**config.mk**
```make
export PLATFORM = sky130hd
export DESIGN_NAME = ffa_ctrl
export DESIGN_NICKNAME = d
export VERILOG_FILES = /design/src/design/ffa_pkg.sv /design/src/design/ffa_ctrl.sv
export SDC_FILE = /design/constraint.sdc
export NUM_CORES = 1
export LEC_CHECK = 0
export ABC_AREA = 1
export BUFFER_PORTS_ARGS = -buffer_cell sky130_fd_sc_hd__buf_2
export CORE_MARGIN = 4
export CORE_UTILIZATION = 51
export DETAILED_ROUTE_END_ITERATION = 8
export PLACE_DENSITY = 0.79
export SLEW_MARGIN = 25
export SYNTH_ARGS = -nofsm -noshare
export SYNTH_HDL_FRONTEND = slang
export SYNTH_SLANG_ARGS = --single-unit
```
**constraint.sdc**
```tcl
create_clock -name clk -period 1.6 [get_ports clk]
set_input_delay 0.24 -clock clk [delete_from_list [all_inputs] [get_ports clk]]
set_output_delay 0.24 -clock clk [all_outputs]
set_load 0.02 [all_outputs]
```
**src/design/ffa_pkg.sv**
```systemverilog
`default_nettype none

package ffa_pkg;

    // Heap geometry
    localparam int HEAP_GRANULES   = 8192;
    localparam int GRAN_W          = $clog2(HEAP_GRANULES);
    localparam int ALIGN_BYTES     = 8;
    localparam int ALIGN_SHIFT     = $clog2(ALIGN_BYTES);
    localparam int HEADER_BYTES    = 8;
    localparam int MIN_CHUNK_BYTES = 16;

    // Field widths
    localparam int SIZE_W  = 17;          // chunk size in bytes, busy flag kept apart
    localparam int LINK_W  = GRAN_W + 1;  // valid flag + granule
    localparam int STEP_W  = GRAN_W + 1;  // holds HEAP_GRANULES itself
    localparam int CNT_W   = 13;
    localparam int REQ_W   = 16;

    localparam int IN_TDATA_W  = 32;
    localparam int OUT_TDATA_W = 80;

    localparam logic [SIZE_W-1:0] HEAP_CAP         = SIZE_W'(HEAP_GRANULES * ALIGN_BYTES);
    localparam logic [SIZE_W-1:0] RESET_HEAP_BYTES = SIZE_W'(65536);

    typedef enum logic [1:0] {
        OP_ALLOC  = 2'd0,
        OP_FREE   = 2'd1,
        OP_REPORT = 2'd2,
        OP_INIT   = 2'd3
    } opcode_t;

    typedef enum logic [1:0] {
        ST_OK       = 2'd0,
        ST_OOM      = 2'd1,
        ST_OUTSIDE  = 2'd2,
        ST_NOT_BUSY = 2'd3
    } status_t;

    typedef struct packed {
        logic    load;
        logic    clr_step;
        logic    clr_finish;
        logic    a_read;
        logic    a_advance;
        logic    a_split;
        logic    a_take;
        logic    f_read;
        logic    f_push;
        logic    r_read;
        logic    r_accum;
        logic    set_status;
        status_t status;
        logic    post;
    } ffa_cmd_t;

    typedef struct packed {
        logic clr_last;
        logic a_end;
        logic a_fit;
        logic a_exact;
        logic f_outside;
        logic f_busy;
        logic r_end;
        logic r_zero;
        logic r_last;
        logic out_free;
    } ffa_stat_t;

    // Heap size in use: capped at the store and rounded down to a granule
    function automatic logic [SIZE_W-1:0] eff_bytes(input logic [SIZE_W-1:0] hb);
        logic [SIZE_W-1:0] b;
        b = (hb < HEAP_CAP) ? hb : HEAP_CAP;
        return b & ~SIZE_W'(ALIGN_BYTES - 1);
    endfunction

endpackage

`default_nettype wire

```
**src/design/ffa_ctrl.sv**
```systemverilog
`default_nettype none

module ffa_ctrl (
    input  wire logic               clk,
    input  wire logic               rst_n,
    input  wire logic               s_tvalid,
    output logic                    s_tready,
    input  wire logic [1:0]         opcode,
    input  wire ffa_pkg::ffa_stat_t stat,
    output ffa_pkg::ffa_cmd_t       cmd
);

    typedef enum logic [11:0] {
        S_CLEAR    = 12'b0000_0000_0001,
        S_CLR_LAST = 12'b0000_0000_0010,
        S_IDLE     = 12'b0000_0000_0100,
        S_A_LOOK   = 12'b0000_0000_1000,
        S_A_CHECK  = 12'b0000_0001_0000,
        S_A_SPLIT  = 12'b0000_0010_0000,
        S_A_TAKE   = 12'b0000_0100_0000,
        S_F_LOOK   = 12'b0000_1000_0000,
        S_F_CHECK  = 12'b0001_0000_0000,
        S_R_LOOK   = 12'b0010_0000_0000,
        S_R_CHECK  = 12'b0100_0000_0000,
        S_POST     = 12'b1000_0000_0000
    } state_t;

    state_t state_reg, state_next;
    logic   pend_reg, pend_next;

    assign s_tready = (state_reg == S_IDLE);

    always_comb
    begin
        cmd        = '0;
        state_next = state_reg;
        pend_next  = pend_reg;
        case (state_reg)
            S_CLEAR:
            begin
                cmd.clr_step = 1'b1;
                if (stat.clr_last)
                begin
                    state_next = S_CLR_LAST;
                end
            end
            S_CLR_LAST:
            begin
                cmd.clr_finish = 1'b1;
                pend_next      = 1'b0;
                state_next     = pend_reg ? S_POST : S_IDLE;
            end
            S_IDLE:
            begin
                if (s_tvalid)
                begin
                    cmd.load = 1'b1;
                    case (ffa_pkg::opcode_t'(opcode))
                        ffa_pkg::OP_ALLOC:  state_next = S_A_LOOK;
                        ffa_pkg::OP_FREE:   state_next = S_F_LOOK;
                        ffa_pkg::OP_REPORT: state_next = S_R_LOOK;
                        ffa_pkg::OP_INIT:
                        begin
                            pend_next  = 1'b1;
                            state_next = S_CLEAR;
                        end
                        default:            state_next = S_POST;
                    endcase
                end
            end
            S_A_LOOK:
            begin
                if (stat.a_end)
                begin
                    cmd.set_status = 1'b1;
                    cmd.status     = ffa_pkg::ST_OOM;
                    state_next     = S_POST;
                end
                else
                begin
                    cmd.a_read = 1'b1;
                    state_next = S_A_CHECK;
                end
            end
            S_A_CHECK:
            begin
                if (!stat.a_fit)
                begin
                    cmd.a_advance = 1'b1;
                    state_next    = S_A_LOOK;
                end
                else
                begin
                    state_next = stat.a_exact ? S_A_TAKE : S_A_SPLIT;
                end
            end
            S_A_SPLIT:
            begin
                cmd.a_split = 1'b1;
                state_next  = S_A_TAKE;
            end
            S_A_TAKE:
            begin
                cmd.a_take = 1'b1;
                state_next = S_POST;
            end
            S_F_LOOK:
            begin
                if (stat.f_outside)
                begin
                    cmd.set_status = 1'b1;
                    cmd.status     = ffa_pkg::ST_OUTSIDE;
                    state_next     = S_POST;
                end
                else
                begin
                    cmd.f_read = 1'b1;
                    state_next = S_F_CHECK;
                end
            end
            S_F_CHECK:
            begin
                if (stat.f_busy)
                begin
                    cmd.f_push = 1'b1;
                end
                else
                begin
                    cmd.set_status = 1'b1;
                    cmd.status     = ffa_pkg::ST_NOT_BUSY;
                end
                state_next = S_POST;
            end
            S_R_LOOK:
            begin
                if (stat.r_end)
                begin
                    state_next = S_POST;
                end
                else
                begin
                    cmd.r_read = 1'b1;
                    state_next = S_R_CHECK;
                end
            end
            S_R_CHECK:
            begin
                if (stat.r_zero)
                begin
                    state_next = S_POST;
                end
                else
                begin
                    cmd.r_accum = 1'b1;
                    state_next  = stat.r_last ? S_POST : S_R_LOOK;
                end
            end
            S_POST:
            begin
                if (stat.out_free)
                begin
                    cmd.post   = 1'b1;
                    state_next = S_IDLE;
                end
            end
            default:
            begin
                state_next = S_IDLE;
            end
        endcase
    end

    always_ff @(posedge clk or negedge rst_n)
    begin
        if (!rst_n)
        begin
            state_reg <= S_CLEAR;
            pend_reg  <= 1'b0;
        end
        else
        begin
            state_reg <= state_next;
            pend_reg  <= pend_next;
        end
    end

    a_one_item: assert property (@(posedge clk) disable iff (!rst_n)
        (s_tvalid && s_tready) |=> !s_tready)
        else $error("second item taken while one is in work");

endmodule

`default_nettype wire

```
==> flow_summary.toml, run 1 <==
[outcome]
status = "finished, violations left"
violations = "negative setup slack"

[route]
routed_wl_um = 3460
drc = 0
vias = 1196
detail-route-antenna-nets = 0
wl_per_cell_um = 15.0
drt_first_pass_iters = 4
avgViaCountPerCell = 5.18
drt-initial-drc-count = 33

[finish]
final_common_cell = "inv_1"
fill_cells = 108
area_growth_pct = 58.6
largest_reg_flops = 12
drive_gt1_frac = 0.559
stdcell_count = 231
diodes = 0
utilization = 0.857
nets = 220
final_cell_mix = "inv_1, buf_4, nand2_1"

[setup_path]
critPathMaxStageDelay_ns = 0.41
startpoint = "state_reg[8]"
worst-setup-path-type = "flip-flop to primary output"
crit_chain = "nor2_4 -> nand2_4 -> nor2_4 -> nand2_4 -> o22ai_2 -> inv_1 -> nand2_1 -> buf_6"
critPathRequiredTime_ns = 1.36
critPathBufInv = 2
worst-path-max-fanout = 4
r2r-start = "state_reg[0]"
crit_arrival_ns = 1.59
crit_path_start_kind = "flip-flop"
cp-end-kind = "primary output"
slowest_stage = "dfrtp_1"
critPathTopFamily = "simple AND/OR/NAND/NOR gates"

[timing]
period_needed_ns = 1.83
setup_viol_count_final = 21
fin_crit_sh = 1.15
rsz0062_at_grt = "true"
worst_pin_slew_ns = 0.330
setup-tns-final_ns = -2.89
slew_viol_final = 0
max_freq_ghz = 0.545
hold_viol = 0
maxSlewHeadroom = 0.778
fin_skew_ns = 0.000982
worst_slack_ns = -0.234

[placement]
gp_congestion = 0.829
dpl.cell_count = 205
dpl_worst_slack_ns = 0.00256
place_hpwl_um = 2000
io_buffers = 30

[synthesis]
yosys.area.top_type = "dfrtp_1"
synthArstFlopShare = 1.00
avgSynthCellArea_um2 = 7.21
synth-seq-cells = 13
synth_cell_types = 27
netlist.area_leader.share = 0.283
synth_area_um2 = 1060
synth_ff_type = "dfrtp_1"
synth_edf_count = 0
syn_inst = 147
yosysWarnings = 0
synth_nets = 162
synth-seq-area-share = 0.308
synth_area_leaders = "dfrtp_1, nand2_1, inv_1"

[power_and_ir_drop]
static-leakage-power_nw = 0.910
vdd_drop_max_v = 0.00205
powerDensity_nw_per_um2 = 2250

[clock_network]
cts_sinks = 13
clockRootBuffer = "clkbuf_4"
cts.htree.levels = 1
tritoncts = "yes"
cts_buffers = 3
clock_latency_ns = 0.28
clk_path_buf_depth = 2
cts.reportedPaths.clkPinSlew_ns = 0.08

[global_routing]
antenna_found_initial = 0
grt.total_usage = 0.236
overflow = 0
grt_max_degree = 14
grt_pass1_vias = 1217
grt_pass1_wl_um = 4860

[floorplan]
die-area_um2 = 2870
die_w_um = 53.6
floorplan.initialDensity = 0.540
core_um2 = 1960
die_y_um = 53.6
rows = 16
num_io_pins = 31

[job]
max_cap_violations = 0

[min_path]
hold_path_class = "primary input to flip-flop"
min_from = "stat[6]"
==> power breakdown <==
group          total [mW]  switching [mW]  leakage [nW]  internal [mW]
registers           0.498          0.0744         0.169          0.423
clock network       0.210           0.113        0.0150         0.0967
logic                3.07            1.76         0.726           1.31
total                3.77            1.95         0.910           1.83
==> stage by stage <==
stage	hold WS (ns)	power (mW)	area, um2
floorplan	-0.0556	2.03	1060
global placement	0.144	2.37	1250
detailed placement	0.148	2.40	1250
CTS	0.127	3.35	1560
global route	0.138	3.98	1680
finish	0.127	3.77	1680
==> per-layer routing <==
metal | GRT usage | part of all wire | vias up
li1 | - | - | 565
met1 | 0.247 | 0.36 | 545
met2 | 0.431 | 0.53 | 63
met3 | 0.0582 | 0.061 | 23
met4 | 0.123 | 0.047 | 0
met5 | 0 | 0 | -
==> worst paths after layout <==
path / to / slack (ns) / cells after the start
max in group asynchronous: state_reg[0] / 0.91 / 2
hold reg to reg: pend_reg / 0.59 / 2
hold / removal: state_reg[5] / 0.13 / 2
setup reg to reg: state_reg[9] / -0.14 / 11
min in group asynchronous: state_reg[6] / 0.40 / 2
setup / recovery: cmd[3] / -0.23 / 8
==> synthesized netlist by cell type, types with 2 or more instances <==
library cell  instances
nand2_1              29
inv_1                28
nor2_1               20
dfrtp_1              12
nand2_4               6
nand3_1               6
nor2_2                6
nand2_2               5
nor2_4                5
o21ai_0               5
nor3_1                4
inv_2                 3
nor2_8                2
nor3b_1               2
o21ai_1               2
==> kinds of logic (layout without fill, tap and decap cells) <==
group                  after synthesis  after routing  share of synthesized area
AOI/OAI and AO/OA                   12             12                     0.0661
DFF                                 13             13                      0.308
buffers and inverters               31             88                      0.110
and+or+nand+nor                     91             91                      0.516
==> area by class of cell <==
| type | instances | area, um2 | share of cell area |
|---|---|---|---|
| flip-flops and latches | 13 | 327 | 0.194 |
| well taps | 27 | 33.8 | 0.0201 |
| clock buffers | 4 | 26.3 | 0.0156 |
| inverters | 31 | 119 | 0.0707 |
| multi-input cells | 103 | 761 | 0.453 |
| repair buffers | 53 | 414 | 0.246 |
==> what timing repair did <==
item	in CTS	in global routing
endpoints found under the hold margin	12	0
endpoints found under the setup margin	16	23
setup buffers	16	5
hold buffers	1	0
pin swaps	14	17
gates resized for setup	46	23
==> worst reg2reg max path: stages, from the launching register on <==
cell and delay, ns:
dfstp_2 0.57, nor2_2 0.05, nand2_2 0.15, nor2_4 0.06, buf_4 0.16, nand2_4 0.10
buf_4 0.11, nand2_1 0.05, nor2_2 0.12, nand3_4 0.11, nand2_4 0.12, a21oi_2 0.05
Note: power is estimated with default switching activity, not from simulation.
==> run 2, diff against run 1 <==
--- a/config.mk
+++ b/config.mk
@@ -7,7 +7,7 @@
 export LEC_CHECK = 0
 export ABC_AREA = 1
 export BUFFER_PORTS_ARGS = -buffer_cell sky130_fd_sc_hd__buf_2
-export CORE_MARGIN = 4
+export CORE_MARGIN = 1.5
 export CORE_UTILIZATION = 51
 export DETAILED_ROUTE_END_ITERATION = 8
 export PLACE_DENSITY = 0.79
==> run 2 against run 1 <==
  * The run still ends with negative setup slack left
  * Combinational power up 2%
  * Via count up 6.1%
  * Clock power grew 11%
  * Setup slack got worse by 0.13 ns
  * Critical path type unchanged
==> flow_summary.toml, run 2 (synthesis gave the netlist of run 1 again) <==
[setup_path]
r2r-start = "state_reg[8]"
worst-path-max-fanout = 3
cp-end-kind = "primary output"
reg2regPathDepth = 12
r2r_end = "state_reg[2]"
critPathRequiredTime_ns = 1.36
rrSetupSlack_ns = -0.13
crit_arrival_ns = 1.73
crit_path_start_kind = "flip-flop"
worst-setup-path-type = "flip-flop to primary output"

[clock_network]
cts_sinks = 13
tritoncts = "yes"
clock_latency_ns = 0.30
clockRootBuffer = "clkbuf_4"
cts.reportedPaths.clkPinSlew_ns = 0.09
clk_path_buf_depth = 2
cts_buffers = 3
cts.htree.levels = 1

[timing]
fin_skew_ns = 0.00564
slew_viol_final = 0
worst_slack_ns = -0.365
fin_crit_sh = 1.23
hold_viol = 0
maxSlewHeadroom = 0.786
worst_pin_slew_ns = 0.321
max_freq_ghz = 0.509
setup_viol_count_final = 22
period_needed_ns = 1.97
rsz0062_at_grt = "true"

[outcome]
violations = "negative setup slack"
status = "finished, violations left"

[route]
vias = 1269
drc = 0
detail-route-antenna-nets = 0
drt_first_pass_iters = 5
drt-initial-drc-count = 52
wl_per_cell_um = 16.8
routed_wl_um = 3910
avgViaCountPerCell = 5.45

[power_and_ir_drop]
static-leakage-power_nw = 0.903
p_switching_mw = 2.02
vdd_drop_max_v = 0.00215
powerDensity_nw_per_um2 = 2260
p_clk_frac = 0.060
p_int_mw = 1.87
p_seq_frac = 0.132
combPwrFrac = 0.808
p_sw_frac = 0.519

[finish]
fill_cells = 91
largest_reg_flops = 12
final-seq-area_um2 = 327
drive_gt1_frac = 0.563
utilization = 0.878
nets = 222
diodes = 0
multi_input_area_um2 = 786
final_cell_mix = "inv_1, nand2_1, buf_4"
area_growth_pct = 62.5
final_common_cell = "inv_1"

[job]
max_cap_violations = 0

[global_routing]
grt_pass1_wl_um = 4910
grt.total_usage = 0.274
overflow = 0
grt_pass1_vias = 1080
grt_max_degree = 14
antenna_found_initial = 0

[floorplan]
die-area_um2 = 2360
rows = 16
core_um2 = 1960
die_y_um = 48.6
num_io_pins = 31
floorplan.initialDensity = 0.540
die_w_um = 48.6

[placement]
gp_congestion = 0.916
dpl_worst_slack_ns = -0.0125
io_buffers = 30
place_hpwl_um = 1930

[min_path]
min_from = "stat[6]"
hold_end = "state_reg[5]"
holdPathStages = 2
hold_path_class = "primary input to flip-flop"
## run 2: what timing repair did
| item | 4_1_cts | 5_1_grt |
|---|---|---|
| endpoints found under the setup margin | 16 | 22 |
| cloned | 0 | 0 |
| pin swaps | 14 | 20 |
| buffers inserted | 14 | 9 |
| resized for setup | 39 | 32 |
| hold buffers | 1 | 0 |
| hold endpoints to repair | 12 | 0 |
## run 2: final cells by class
type | count | share of cell area
clock buffers | 4 | 0.0153
repair buffers | 55 | 0.249
well taps | 27 | 0.0196
multi-input cells | 103 | 0.456
inverters | 31 | 0.0705
flip-flops and latches | 13 | 0.190
## run 2: worst max-delay path by stage
stage	start	end	slack, ns	cells past startpoint
5_1_grt	state_reg[8]	cmd[3]	-0.43	8
4_1_cts	state_reg[2]	cmd[3]	-0.23	8
3_3_place_gp	state_reg[8]	cmd[3]	0.06	8
2_1_floorplan	state_reg[5]	cmd[1]	0.006	5
3_5_place_dp	state_reg[8]	cmd[3]	-0.01	8
6_report	state_reg[8]	cmd[3]	-0.37	8
## run 2: power groups by stage
stage / combinational, mW / clock (mW) / sequential, mW
6_report: 3.14 / 0.233 / 0.513
5_1_grt: 3.34 / 0.245 / 0.517
4_1_cts: 2.34 / 0.217 / 0.493
3_5_place_dp: 1.90 / 0 / 0.504
3_3_place_gp: 1.86 / 0 / 0.498
2_1_floorplan: 1.54 / 0 / 0.489
## run 2: worst max-delay path, stage by stage (launching register included)
cell and delay [ns]:
dfrtp_1 0.43, nor2_4 0.19, nand2_4 0.11, nor2_4 0.14, nand2_2 0.09, o22ai_2 0.17
inv_1 0.10, nand2_1 0.08, buf_6 0.12
## run 2: metrics by stage
step	TNS, ns	instances	total power, mW	instance area [um2]	hold WS [ns]
floorplan	0	147	2.03	1060	-0.0556
global placement	0	205	2.36	1250	0.140
finish	-4.07	233	3.89	1720	0.0943
global route	-5.48	233	4.10	1720	0.110
CTS	-2.53	224	3.05	1520	0.109
detailed placement	-0.0125	205	2.40	1250	0.149
## run 2: layer usage
| layer | wire (um) | share of wire | track usage | vias up |
|---|---|---|---|---|
| met3 | 207 | 0.053 | 0.0309 | 23 |
| met5 | 0 | 0 | 0 | - |
| li1 | - | - | - | 571 |
| met4 | 199 | 0.051 | 0.119 | 0 |
| met2 | 1970 | 0.50 | 0.488 | 82 |
| met1 | 1530 | 0.39 | 0.333 | 593 |
